[src/hw/rtl/spwv_pkg.sv]
// Shared types and constants for the sector pattern write/verify engine.
`default_nettype none

package spwv_pkg;

    localparam logic [2:0] KIND_GENERATE = 3'd0;
    localparam logic [2:0] KIND_VERIFY   = 3'd1;
    localparam logic [2:0] KIND_WRITE    = 3'd2;
    localparam logic [2:0] KIND_READ     = 3'd3;
    localparam logic [2:0] KIND_RESTART  = 3'd4;

    localparam logic [31:0] SEED_MUL  = 32'd2654435761;
    localparam logic [31:0] SEED_ADD  = 32'hA5A5A5A5;
    localparam logic [31:0] LCG_MUL   = 32'd1664525;
    localparam logic [31:0] LCG_ADD   = 32'd1013904223;
    localparam logic [31:0] GOLDEN    = 32'h9E3779B9;
    localparam logic [31:0] NONE_ADDR = 32'hFFFFFFFF;

    localparam logic [7:0] ABORT_THRESHOLD_RESET = 8'd16;
    localparam logic [7:0] RUN_MAX               = 8'hFF;

    localparam logic [1:0] ABORT_WRITE = 2'b01;
    localparam logic [1:0] ABORT_READ  = 2'b10;

    typedef struct packed {
        logic [2:0]  kind;
        logic [31:0] sector_address;
        logic [6:0]  word_index;
        logic [31:0] read_word;
        logic        io_ok;
        logic [7:0]  chunk_sectors;
    } in_item_t;

    typedef struct packed {
        logic [31:0] pattern_word;
        logic        sector_mismatch;
        logic [31:0] write_fail_count;
        logic [31:0] read_fail_count;
        logic [31:0] mismatch_count;
        logic [31:0] verified_count;
        logic [31:0] written_count;
        logic [31:0] first_write_fail;
        logic [31:0] first_verify_fail;
        logic [31:0] wrap_address;
        logic [31:0] wrap_tag;
        logic [1:0]  abort_flags;
    } out_item_t;

    // One finished transaction handed from the sequencer to the statistics.
    typedef struct packed {
        logic        valid;
        logic [2:0]  kind;
        logic [31:0] addr;
        logic        first_word;
        logic        last_word;
        logic [31:0] pattern;
        logic [31:0] read_word;
        logic        io_ok;
        logic [7:0]  chunk_sectors;
    } commit_t;

    typedef enum logic [1:0] {
        ST_IDLE,
        ST_MAC1,
        ST_MAC2,
        ST_DONE
    } seq_state_t;

    function automatic logic [31:0] sat_add(input logic [31:0] a, input logic [7:0] b);
        logic [32:0] s;
        s = {1'b0, a} + {25'd0, b};
        return s[32] ? NONE_ADDR : s[31:0];
    endfunction

endpackage

`default_nettype wire

[src/hw/rtl/spwv_mac.sv]
// Shared 32-bit multiply-add unit with a registered result (low word only).
`default_nettype none

module spwv_mac (
    input  wire logic        clk,
    input  wire logic        en,
    input  wire logic [31:0] op_a,
    input  wire logic [31:0] op_b,
    input  wire logic [31:0] op_c,
    output logic      [31:0] result
);

    logic [31:0] prod;
    logic [31:0] sum;
    logic [31:0] result_reg;

    assign prod   = op_a * op_b;
    assign sum    = prod + op_c;
    assign result = result_reg;

    always_ff @(posedge clk)
    begin
        if (en)
        begin
            result_reg <= sum;
        end
    end

endmodule

`default_nettype wire

[src/hw/rtl/spwv_ctrl.sv]
// Sequencer: takes one transaction, runs the pattern generator on the shared unit, commits.
`default_nettype none

module spwv_ctrl #(
    parameter int unsigned SECTOR_WORDS = 128
) (
    input  wire logic              clk,
    input  wire logic              rst_n,
    input  wire logic              in_valid,
    output logic                   in_ready,
    input  wire spwv_pkg::in_item_t in_data,
    output logic                   out_valid,
    input  wire logic              out_ready,
    output logic                   mac_en,
    output logic            [31:0] mac_a,
    output logic            [31:0] mac_b,
    output logic            [31:0] mac_c,
    input  wire logic       [31:0] mac_result,
    output spwv_pkg::commit_t      commit
);

    localparam int unsigned LAST_IDX = SECTOR_WORDS - 1;

    spwv_pkg::seq_state_t state_reg, state_next;
    spwv_pkg::in_item_t   item_reg;
    logic [31:0]          tmp_reg;
    logic [31:0]          lcg_reg, lcg_next;
    logic                 out_valid_reg, out_valid_next;
    logic                 is_word;
    logic                 first_word;
    logic                 slot_free;
    logic [31:0]          pattern;

    assign is_word    = item_reg.kind inside {spwv_pkg::KIND_GENERATE, spwv_pkg::KIND_VERIFY};
    assign first_word = (item_reg.word_index == 7'd0);
    assign slot_free  = !out_valid_reg || out_ready;
    assign in_ready   = (state_reg == spwv_pkg::ST_IDLE);
    assign out_valid  = out_valid_reg;

    always_comb
    begin
        state_next = state_reg;
        case (state_reg)
            spwv_pkg::ST_IDLE:
            begin
                if (in_valid)
                begin
                    if (in_data.kind inside {spwv_pkg::KIND_GENERATE, spwv_pkg::KIND_VERIFY})
                    begin
                        state_next = spwv_pkg::ST_MAC1;
                    end
                    else
                    begin
                        state_next = spwv_pkg::ST_DONE;
                    end
                end
            end
            spwv_pkg::ST_MAC1: state_next = spwv_pkg::ST_MAC2;
            spwv_pkg::ST_MAC2: state_next = spwv_pkg::ST_DONE;
            spwv_pkg::ST_DONE:
            begin
                if (slot_free)
                begin
                    state_next = spwv_pkg::ST_IDLE;
                end
            end
            default: state_next = spwv_pkg::ST_IDLE;
        endcase
    end

    // The first step builds either the seed or the index term; the second advances the LCG.
    always_comb
    begin
        mac_en = 1'b0;
        mac_a  = item_reg.sector_address;
        mac_b  = spwv_pkg::SEED_MUL;
        mac_c  = spwv_pkg::SEED_ADD;
        case (state_reg)
            spwv_pkg::ST_MAC1:
            begin
                mac_en = 1'b1;
                if (!first_word)
                begin
                    mac_a = {25'd0, item_reg.word_index};
                    mac_b = spwv_pkg::GOLDEN;
                    mac_c = item_reg.sector_address;
                end
            end
            spwv_pkg::ST_MAC2:
            begin
                mac_en = 1'b1;
                mac_a  = first_word ? mac_result : lcg_reg;
                mac_b  = spwv_pkg::LCG_MUL;
                mac_c  = spwv_pkg::LCG_ADD;
            end
            default: mac_en = 1'b0;
        endcase
    end

    always_comb
    begin
        pattern = 32'd0;
        if (is_word)
        begin
            if (first_word)
            begin
                pattern = item_reg.sector_address;
            end
            else if (item_reg.word_index == 7'd1)
            begin
                pattern = ~item_reg.sector_address;
            end
            else
            begin
                pattern = mac_result ^ tmp_reg;
            end
        end
    end

    always_comb
    begin
        commit.valid         = (state_reg == spwv_pkg::ST_DONE) && slot_free;
        commit.kind          = item_reg.kind;
        commit.addr          = item_reg.sector_address;
        commit.first_word    = first_word;
        commit.last_word     = ({25'd0, item_reg.word_index} == 32'(LAST_IDX));
        commit.pattern       = pattern;
        commit.read_word     = item_reg.read_word;
        commit.io_ok         = item_reg.io_ok;
        commit.chunk_sectors = item_reg.chunk_sectors;
    end

    always_comb
    begin
        lcg_next = lcg_reg;
        if (commit.valid)
        begin
            if (is_word)
            begin
                lcg_next = mac_result;
            end
            else if (item_reg.kind == spwv_pkg::KIND_RESTART)
            begin
                lcg_next = 32'd0;
            end
        end
    end

    always_comb
    begin
        out_valid_next = out_valid_reg;
        if (commit.valid)
        begin
            out_valid_next = 1'b1;
        end
        else if (out_ready)
        begin
            out_valid_next = 1'b0;
        end
    end

    always_ff @(posedge clk or negedge rst_n)
    begin
        if (!rst_n)
        begin
            state_reg     <= spwv_pkg::ST_IDLE;
            lcg_reg       <= 32'd0;
            out_valid_reg <= 1'b0;
        end
        else
        begin
            state_reg     <= state_next;
            lcg_reg       <= lcg_next;
            out_valid_reg <= out_valid_next;
        end
    end

    always_ff @(posedge clk)
    begin
        if (in_valid && in_ready)
        begin
            item_reg <= in_data;
        end
        if (state_reg == spwv_pkg::ST_MAC2)
        begin
            tmp_reg <= mac_result;
        end
    end

endmodule

`default_nettype wire

[src/hw/rtl/spwv_stats.sv]
// Running statistics, sector check state, abort flags and the result payload register.
`default_nettype none

module spwv_stats (
    input  wire logic              clk,
    input  wire logic              rst_n,
    input  wire logic              cfg_we,
    input  wire logic        [7:0] cfg_wdata,
    input  wire spwv_pkg::commit_t commit,
    output spwv_pkg::out_item_t    result
);

    logic [7:0]  threshold_reg;
    logic [31:0] pattern_reg, pattern_next;
    logic        smis_reg, smis_next;
    logic        bad_reg, bad_next;
    logic [31:0] tag_reg, tag_next;
    logic [7:0]  wrun_reg, wrun_next;
    logic [7:0]  rrun_reg, rrun_next;
    logic [31:0] wfails_reg, wfails_next;
    logic [31:0] rfails_reg, rfails_next;
    logic [31:0] mismatches_reg, mismatches_next;
    logic [31:0] verified_reg, verified_next;
    logic [31:0] written_reg, written_next;
    logic [31:0] first_wfail_reg, first_wfail_next;
    logic [31:0] first_vfail_reg, first_vfail_next;
    logic [31:0] wrap_addr_reg, wrap_addr_next;
    logic [31:0] wrap_tag_reg, wrap_tag_next;
    logic        wfail_vld_reg, wfail_vld_next;
    logic        vfail_vld_reg, vfail_vld_next;
    logic        wrap_vld_reg, wrap_vld_next;
    logic [1:0]  abort_reg, abort_next;
    logic        word_diff;
    logic        restart;

    assign word_diff = (commit.read_word != commit.pattern);
    assign restart   = commit.valid && (commit.kind == spwv_pkg::KIND_RESTART);

    always_comb
    begin
        pattern_next     = pattern_reg;
        smis_next        = smis_reg;
        bad_next         = bad_reg;
        tag_next         = tag_reg;
        wrun_next        = wrun_reg;
        rrun_next        = rrun_reg;
        wfails_next      = wfails_reg;
        rfails_next      = rfails_reg;
        mismatches_next  = mismatches_reg;
        verified_next    = verified_reg;
        written_next     = written_reg;
        first_wfail_next = first_wfail_reg;
        first_vfail_next = first_vfail_reg;
        wrap_addr_next   = wrap_addr_reg;
        wrap_tag_next    = wrap_tag_reg;
        wfail_vld_next   = wfail_vld_reg;
        vfail_vld_next   = vfail_vld_reg;
        wrap_vld_next    = wrap_vld_reg;
        abort_next       = abort_reg;
        if (commit.valid)
        begin
            pattern_next = commit.pattern;
            smis_next    = 1'b0;
            case (commit.kind)
                spwv_pkg::KIND_GENERATE: smis_next = 1'b0;
                spwv_pkg::KIND_VERIFY:
                begin
                    if (commit.first_word)
                    begin
                        tag_next = commit.read_word;
                        bad_next = word_diff;
                    end
                    else
                    begin
                        bad_next = bad_reg | word_diff;
                    end
                    if (commit.last_word)
                    begin
                        smis_next = bad_next;
                        if (bad_next)
                        begin
                            mismatches_next = spwv_pkg::sat_add(mismatches_reg, 8'd1);
                            if (!vfail_vld_reg)
                            begin
                                vfail_vld_next   = 1'b1;
                                first_vfail_next = commit.addr;
                            end
                            if ((tag_next != commit.addr) && !wrap_vld_reg)
                            begin
                                wrap_vld_next  = 1'b1;
                                wrap_addr_next = commit.addr;
                                wrap_tag_next  = tag_next;
                            end
                        end
                        else
                        begin
                            verified_next = spwv_pkg::sat_add(verified_reg, 8'd1);
                        end
                    end
                end
                spwv_pkg::KIND_WRITE:
                begin
                    if (commit.io_ok)
                    begin
                        wrun_next    = 8'd0;
                        written_next = spwv_pkg::sat_add(written_reg, commit.chunk_sectors);
                    end
                    else
                    begin
                        wfails_next = spwv_pkg::sat_add(wfails_reg, 8'd1);
                        if (!wfail_vld_reg)
                        begin
                            wfail_vld_next   = 1'b1;
                            first_wfail_next = commit.addr;
                        end
                        wrun_next = (wrun_reg == spwv_pkg::RUN_MAX) ? wrun_reg : wrun_reg + 8'd1;
                        if (wrun_next >= threshold_reg)
                        begin
                            abort_next = abort_reg | spwv_pkg::ABORT_WRITE;
                        end
                    end
                end
                spwv_pkg::KIND_READ:
                begin
                    if (commit.io_ok)
                    begin
                        rrun_next = 8'd0;
                    end
                    else
                    begin
                        rfails_next = spwv_pkg::sat_add(rfails_reg, 8'd1);
                        if (!vfail_vld_reg)
                        begin
                            vfail_vld_next   = 1'b1;
                            first_vfail_next = commit.addr;
                        end
                        rrun_next = (rrun_reg == spwv_pkg::RUN_MAX) ? rrun_reg : rrun_reg + 8'd1;
                        if (rrun_next >= threshold_reg)
                        begin
                            abort_next = abort_reg | spwv_pkg::ABORT_READ;
                        end
                    end
                end
                spwv_pkg::KIND_RESTART:
                begin
                    bad_next         = 1'b0;
                    tag_next         = 32'd0;
                    wrun_next        = 8'd0;
                    rrun_next        = 8'd0;
                    wfails_next      = 32'd0;
                    rfails_next      = 32'd0;
                    mismatches_next  = 32'd0;
                    verified_next    = 32'd0;
                    written_next     = 32'd0;
                    first_wfail_next = spwv_pkg::NONE_ADDR;
                    first_vfail_next = spwv_pkg::NONE_ADDR;
                    wrap_addr_next   = spwv_pkg::NONE_ADDR;
                    wrap_tag_next    = 32'd0;
                    wfail_vld_next   = 1'b0;
                    vfail_vld_next   = 1'b0;
                    wrap_vld_next    = 1'b0;
                    abort_next       = 2'b00;
                end
                default: smis_next = 1'b0;
            endcase
        end
    end

    always_ff @(posedge clk or negedge rst_n)
    begin
        if (!rst_n)
        begin
            threshold_reg   <= spwv_pkg::ABORT_THRESHOLD_RESET;
            pattern_reg     <= 32'd0;
            smis_reg        <= 1'b0;
            bad_reg         <= 1'b0;
            tag_reg         <= 32'd0;
            wrun_reg        <= 8'd0;
            rrun_reg        <= 8'd0;
            wfails_reg      <= 32'd0;
            rfails_reg      <= 32'd0;
            mismatches_reg  <= 32'd0;
            verified_reg    <= 32'd0;
            written_reg     <= 32'd0;
            first_wfail_reg <= spwv_pkg::NONE_ADDR;
            first_vfail_reg <= spwv_pkg::NONE_ADDR;
            wrap_addr_reg   <= spwv_pkg::NONE_ADDR;
            wrap_tag_reg    <= 32'd0;
            wfail_vld_reg   <= 1'b0;
            vfail_vld_reg   <= 1'b0;
            wrap_vld_reg    <= 1'b0;
            abort_reg       <= 2'b00;
        end
        else
        begin
            if (cfg_we)
            begin
                threshold_reg <= cfg_wdata;
            end
            pattern_reg     <= pattern_next;
            smis_reg        <= smis_next;
            bad_reg         <= bad_next;
            tag_reg         <= tag_next;
            wrun_reg        <= wrun_next;
            rrun_reg        <= rrun_next;
            wfails_reg      <= wfails_next;
            rfails_reg      <= rfails_next;
            mismatches_reg  <= mismatches_next;
            verified_reg    <= verified_next;
            written_reg     <= written_next;
            first_wfail_reg <= first_wfail_next;
            first_vfail_reg <= first_vfail_next;
            wrap_addr_reg   <= wrap_addr_next;
            wrap_tag_reg    <= wrap_tag_next;
            wfail_vld_reg   <= wfail_vld_next;
            vfail_vld_reg   <= vfail_vld_next;
            wrap_vld_reg    <= wrap_vld_next;
            abort_reg       <= abort_next;
        end
    end

    always_comb
    begin
        result.pattern_word      = pattern_reg;
        result.sector_mismatch   = smis_reg;
        result.write_fail_count  = wfails_reg;
        result.read_fail_count   = rfails_reg;
        result.mismatch_count    = mismatches_reg;
        result.verified_count    = verified_reg;
        result.written_count     = written_reg;
        result.first_write_fail  = first_wfail_reg;
        result.first_verify_fail = first_vfail_reg;
        result.wrap_address      = wrap_addr_reg;
        result.wrap_tag          = wrap_tag_reg;
        result.abort_flags       = abort_reg;
    end

`ifndef SYNTHESIS
    // Abort flags only ever clear on a restart.
    assert property (@(posedge clk) disable iff (!rst_n)
        !restart |=> ((abort_reg & $past(abort_reg)) == $past(abort_reg)))
        else $error("abort flag cleared without restart");

    // The mismatch counter never goes down except on a restart.
    assert property (@(posedge clk) disable iff (!rst_n)
        !restart |=> (mismatches_reg >= $past(mismatches_reg)))
        else $error("mismatch count decreased");

    // A sector mismatch is reported only with the last verify word of a sector.
    assert property (@(posedge clk) disable iff (!rst_n)
        (commit.valid && !(commit.kind == spwv_pkg::KIND_VERIFY && commit.last_word))
        |=> !smis_reg)
        else $error("sector mismatch outside last verify word");
`endif

endmodule

`default_nettype wire

[src/hw/rtl/sector_pattern_write_verify.sv]
// Top level of the sector pattern write/verify engine.
`default_nettype none

// Storage self-test engine. Each input transaction is a pattern word to generate,
// a read-back word to check, a write or read chunk outcome, or a restart, and it
// yields exactly one result transaction with the expected word and the current
// statistics. The block handles one transaction at a time: a generate or verify
// word goes through MAC1, MAC2 and DONE between acceptances, as the seed, the
// index term and the LCG step all pass through one shared 32x32 multiply-add
// unit in two steps before the commit cycle; chunk outcomes, restarts and unused
// kinds go to DONE. A result held on the output by a stalled consumer delays
// the commit of the following transaction until the result is taken. Words of a
// sector must arrive in order from index 0 and sectors must not be interleaved.
// The abort threshold may be written only while the block is idle.
module sector_pattern_write_verify #(
    parameter int unsigned SECTOR_WORDS = 128
) (
    input  wire logic                clk,
    input  wire logic                rst_n,
    input  wire logic                in_valid,
    output logic                     in_ready,
    input  wire spwv_pkg::in_item_t  in_data,
    output logic                     out_valid,
    input  wire logic                out_ready,
    output spwv_pkg::out_item_t      out_data,
    input  wire logic                cfg_we,
    input  wire logic          [7:0] cfg_wdata
);

    logic              mac_en;
    logic [31:0]       mac_a;
    logic [31:0]       mac_b;
    logic [31:0]       mac_c;
    logic [31:0]       mac_result;
    spwv_pkg::commit_t commit;

    spwv_mac u_mac (
        .clk    (clk),
        .en     (mac_en),
        .op_a   (mac_a),
        .op_b   (mac_b),
        .op_c   (mac_c),
        .result (mac_result)
    );

    spwv_ctrl #(
        .SECTOR_WORDS (SECTOR_WORDS)
    ) u_ctrl (
        .clk        (clk),
        .rst_n      (rst_n),
        .in_valid   (in_valid),
        .in_ready   (in_ready),
        .in_data    (in_data),
        .out_valid  (out_valid),
        .out_ready  (out_ready),
        .mac_en     (mac_en),
        .mac_a      (mac_a),
        .mac_b      (mac_b),
        .mac_c      (mac_c),
        .mac_result (mac_result),
        .commit     (commit)
    );

    spwv_stats u_stats (
        .clk       (clk),
        .rst_n     (rst_n),
        .cfg_we    (cfg_we),
        .cfg_wdata (cfg_wdata),
        .commit    (commit),
        .result    (out_data)
    );

`ifndef SYNTHESIS
    // Only one transaction is in flight: the block is busy right after an acceptance.
    assert property (@(posedge clk) disable iff (!rst_n)
        (in_valid && in_ready) |=> !in_ready)
        else $error("second transaction accepted while busy");

    // A pending result is withdrawn only after the consumer took it.
    assert property (@(posedge clk) disable iff (!rst_n)
        $fell(out_valid) |-> $past(out_ready))
        else $error("result dropped without handshake");
`endif

endmodule

`default_nettype wire

[config.mk]
export PLATFORM = sky130hd
export DESIGN_NAME = sector_pattern_write_verify
export DESIGN_NICKNAME = d
export VERILOG_FILES = /design/src/hw/rtl/spwv_pkg.sv /design/src/hw/rtl/spwv_mac.sv /design/src/hw/rtl/spwv_ctrl.sv /design/src/hw/rtl/spwv_stats.sv /design/src/hw/rtl/sector_pattern_write_verify.sv
export SDC_FILE = /design/constraint.sdc
export NUM_CORES = 2
export LEC_CHECK = 0
export ABC_AREA = 0
export ABC_CLOCK_PERIOD_IN_PS = 13600
export BUFFER_PORTS_ARGS = -buffer_cell sky130_fd_sc_hd__buf_2
export CAP_MARGIN = 20
export CORE_MARGIN = 5
export CORE_UTILIZATION = 50
export CTS_BUF_LIST = sky130_fd_sc_hd__clkbuf_8
export CTS_CLUSTER_DIAMETER = 30
export CTS_CLUSTER_SIZE = 28
export DETAILED_ROUTE_END_ITERATION = 16
export PLACE_DENSITY = 0.72
export SLEW_MARGIN = 5
export SYNTH_ARGS = -nofsm -noshare
export SYNTH_HDL_FRONTEND = slang
export SYNTH_HIERARCHICAL = 1
export SYNTH_SLANG_ARGS = --single-unit
[constraint.sdc]
create_clock -name clk -period 13.6 [get_ports clk]
set_input_delay 0.68 -clock clk [delete_from_list [all_inputs] [get_ports clk]]
set_output_delay 0.68 -clock clk [all_outputs]
set_load 0.01 [all_outputs]
* Word level (Yosys, flattened, before mapping)
Index checks and enable logic that the tools add are counted.
Storage, ports and cells: flip-flop bits (word level) 565
Cells by class: add/subtract/negate cells 8, multiply operators 1, order comparisons 2, equality and inequality tests 26, muxes and demuxes 82, bitwise logic cells 5, reduce and logical (&&, ||, !) cells 34
Operators with widths (number):
- $mux 32 | 35
- $pmux 32 s2 | 12
- $add 32x1->33 const B | 4
- $pmux 32 s3 | 1
- $ne 32x32->1 | 2
- $add 32x8->33 | 1
- $add 32x32->32 | 1
- $mul 32x32->32 | 1
- $mux 8 | 4
- $not 32->32 | 1
- $pmux 8 s2 | 2
- $xor 32x32->32 | 1
- $reduce_and 5->1 | 4
- $add 8x1->8 const B | 2
- $eq 8x8->1 const B | 2
- $ge 8x8->1 | 2
- $mux 1 | 15
- $ne 2x2->1 const B | 7
- $reduce_bool 2->1 | 7
- $mux 2 | 6
- $reduce_and 4->1 | 3
- $ne 2x1->1 const B | 5
- $reduce_and 2->1 | 5
- $reduce_and 3->1 | 3
- 22 further kinds | 32

* Longest topological paths before layout
word-level depth 12, gate-level depth with buffers 37

* Modules after synthesis
Netlist, hierarchy kept.
By module, submodules not included:
- spwv_stats | times used 1, cells each 2058, area an instance 19851.5 sq um
- spwv_mac | times used 1, cells each 1899, area an instance 17853.4 sq um
- spwv_ctrl | times used 1, cells each 636, area an instance 7797.5 sq um

* Worst setup path before layout
No wires, ideal clock.
kind reg-to-reg, start register u_ctrl.state_reg[1], end register u_mac.result_reg[30], in the netlist u_mac/result[30] (data pin), setup time 0.258 ns, arrival 8.758 ns, required time 13.342 ns, setup slack 4.584 ns, stages on the path, launching flop included 32, buffers on the path 3, cell sequence dfrtp_1 -> inv_1 -> ha_1 -> clkbuf_1 -> nand2_1 -> clkbuf_1 -> o2bb2ai_1 -> clkbuf_1 -> and2_1 -> fa_1 -> fa_1 -> fa_1 -> inv_1 -> fa_1 -> inv_1 -> fa_1 -> inv_1 -> fa_1 -> inv_1 -> fa_1 -> inv_1 -> fa_1 -> inv_1 -> ha_1 -> nand2_1 -> o21a_1 -> nor3b_1 -> or4b_4 -> o221ai_2 -> o2111ai_1 -> a21oi_1 -> xnor2_1
On the way: longest elaborated chain between the ends 4, elaborated cells between the ends (all ways) 7
Ends and longest elaborated chain:
- from (decl) | line spwv_ctrl.sv:24 | spwv_pkg::seq_state_t state_reg, state_next;
- from (signal assigned) | line spwv_ctrl.sv:166 | state_reg <= spwv_pkg::ST_IDLE;
- from (signal assigned) | line spwv_ctrl.sv:172 | state_reg <= state_next;
- $eq 2x2->1 / $eq 2x1->1 (equally long branches) | line spwv_ctrl.sv:78 | case (state_reg)
- $pmux 32 s2 (*) | line spwv_ctrl.sv:78
- named net mac_a[15] | line sector_pattern_write_verify.sv:31 | logic [31:0] mac_a;
- $mul 32x32->32 (*) | line spwv_mac.sv:17 | assign prod = op_a * op_b;
- $add 32x32->32 (*) | line spwv_mac.sv:18 | assign sum = prod + op_c;
- named net u_mac.sum[30] | line spwv_mac.sv:14 | logic [31:0] sum;
- to (signal assigned) | line spwv_mac.sv:25 | result_reg <= sum;
- to (decl) | line spwv_mac.sv:15 | logic [31:0] result_reg;
The timed path passes the listed nets; every way through them passes the cells marked *. A chain may end at the register's enable or synchronous reset.

==> impl_metrics.py <==
metrics = {
    "grt": {
        "grt_max_degree": 114,
        "grt_use_met1_pct": 35.8,
        "grtUsageMet2_pct": 44.3,
        "top_usage_layer": "met2",
        "first_global_vias": 35300,
        "use_met3_pct": 4.84,
        "grt_util_all_layers_pct": 27.0,
        "grt_pass1_wl_um": 208000,
        "antenna_found_initial": 12,
        "overflow": 0,
    },
    "logic_synthesis": {
        "synth_most_common_cell": "inv_1",
        "syn_inst": 4593,
        "synth_area_per_cell_um2": 9.91,
        "ys_ff_latch": 565,
        "ys_seq_area_share_pct": 33.0,
        "async_flop_share_pct": 74.0,
        "synth-main-ff-cell": "dfrtp_1",
        "synth-warning-count": 6,
        "synth_common_cells": "inv_1 (574), fa_1 (439), and2_1 (383)",
        "syn_area_um2": 45500,
        "yosysTopAreaCell": "fa_1",
        "synth.area.top_cells": "fa_1 (19%), dfrtp_1 (18%), edfxtp_1 (9.7%)",
        "synth_top_area_share_pct": 19.3,
        "synth_cell_types": 84,
        "synth_edf_count": 147,
    },
    "cts": {
        "clockBufferDepth": 3,
        "cts_root_buffer": "clkbuf_8",
        "cts_tree": "yes",
        "cts_made_buffers": 102,
        "cts_max_level": 3,
        "cts.sinks": 565,
        "clock_latency_ns": 0.74,
        "path_clk_slew_ns": 0.08,
    },
    "setup_path": {
        "max_stage_delay_ns": 0.84,
        "required_ns": 14.04,
        "crit_fanout": 55,
        "critPathBufInv": 7,
        "critical_path_class": "flop to flop",
        "crit_top_cell": "fa_1",
        "cp-start-kind": "flop",
        "cp_slowest_cell": "o21ai_4",
        "critPathTopFamily": "adder cells",
        "critPathCaptureType": "flop",
        "critPathArrivalTime_ns": 10.42,
    },
    "place": {
        "place_congestion": 0.909,
        "hpwlAfterDp_um": 98100,
        "dpl-instance-area_um2": 47900,
        "io_buffers": 420,
    },
    "die": {
        "die-area_um2": 97100,
        "rows": 110,
        "io_pins": 421,
        "die_x_um": 312,
        "die_h_um": 312,
        "start_util_pct": 50.5,
        "coreArea_um2": 90100,
    },
    "final_layout": {
        "finalNetCount": 5538,
        "areaGrowthSynthToFinish_pct": 10.9,
        "largest_register_ffs": 76,
        "drive_gt1_share_pct": 18.2,
        "postLayoutCellArea_um2": 50500,
    },
    "timing": {
        "fin_crit_sh_pct": 73.4,
        "slew_headroom_pct": 25.7,
        "rsz0062_at_grt": "no",
        "max_clock_freq_mhz": 100,
        "layout_min_cycle_time_ns": 9.98,
        "setup_tns_ns": 0,
        "max_slew.worst_pin.slew_ns": 1.11,
        "drv_slew": 0,
        "hold_viol": 0,
        "finalSetupViolCount": 0,
        "skew_ns": 0.0621,
    },
    "drt": {
        "routed_wl_um": 134000,
        "vias": 35000,
        "first_iter_violations": 3635,
        "wl_per_cell_um": 21.9,
        "dr.pass1.iters": 8,
        "vias_per_cell": 5.72,
        "post-route-drc-count": 0,
        "ant_nets": 0,
    },
    "job": {
        "max_cap_violations": 0,
    },
    "outcome": {
        "status": "finished, final reports clean",
    },
    "min_path": {
        "hold_class": "primary input to flop",
    },
}
==> metrics by stage <==
stage | std cells | hold slack (ns) | setup slack [ns] | util (%)
after global routing | 6116 | 0.0869 | 3.12 | 55.9
final | 6125 | 0.116 | 3.62 | 56.0
after CTS | 6108 | 0.0594 | 3.68 | 55.9
after floorplan | 4604 | 0.384 | 4.58 | -
after global placement | 5913 | 0.450 | 3.87 | 53.1
after detailed placement | 5913 | 0.453 | 3.74 | 53.1
==> kinds of logic (layout without fill, tap and decap cells) <==
logic type	count (synthesis)	in the layout	synth area share, %
compound gates	835	835	11.9
xor+xnor	227	227	4.37
fa+ha+maj	599	599	23.7
buf+inv	919	1248	8.77
flops	565	565	33.0
mux	164	164	3.98
other cells	2	29	0.0165
simple gates	1282	1282	14.3
==> final cells by class <==
cell class,count,area (um^2)
inverters,574,2160
flip-flops and latches,565,15000
diodes,16,40.0
fillers,7724,39700
well taps,1176,1470
clock inverters,83,968
repair buffers,480,2580
multi-input cells,3120,26700
clock buffers,111,1530
==> cell usage in the layout (no fill, tap or decap), types with 58 or more instances in the layout <==
cell type,count
and2_1,382
xnor2_1,141
nand3_1,81
buf_2,419
buf_4,58
ha_1,158
clkbuf_8,111
inv_1,578
a21oi_1,229
mux2i_1,91
xor2_1,86
dfstp_2,97
o21ai_0,182
nor2_1,267
fa_1,439
nand2_1,313
a22o_1,103
edfxtp_1,147
dfrtp_1,321
==> routing by layer <==
metal	wire length [um]	part of all wire (%)
met5	0	0
met4	5990	4.5
met3	10300	7.7
met2	63700	48
met1	54100	40
==> path summary, 6_finish.rpt <==
kind                                               start                       end  slack, ns  cells after the start
worst max-delay path                 u_ctrl/item_reg[42]          u_mac/result[30]       3.62                     29
worst min-delay path                         in_data[62]         u_ctrl/commit[89]       0.12                      1
worst max register to register       u_ctrl/item_reg[42]          u_mac/result[30]       3.62                     29
worst min register to register  u_stats/wrap_addr_reg[5]  u_stats/wrap_addr_reg[5]       0.47                      2
max in group asynchronous                          rst_n  u_stats/verified_reg[26]      10.08                      5
min in group asynchronous                          rst_n  u_stats/wrap_tag_reg[19]       0.62                      2
==> repair_timing <==
item / 4_1_cts / 5_1_grt
gates resized for setup: 0 / 0
hold buffers: 1 / 0
setup buffers: 0 / 0
hold endpoints to repair: 35 / 0
Power is left out: the tool's default activity adds up to more than one toggle a clock period on the data nets, which glitch-free logic cannot reach.
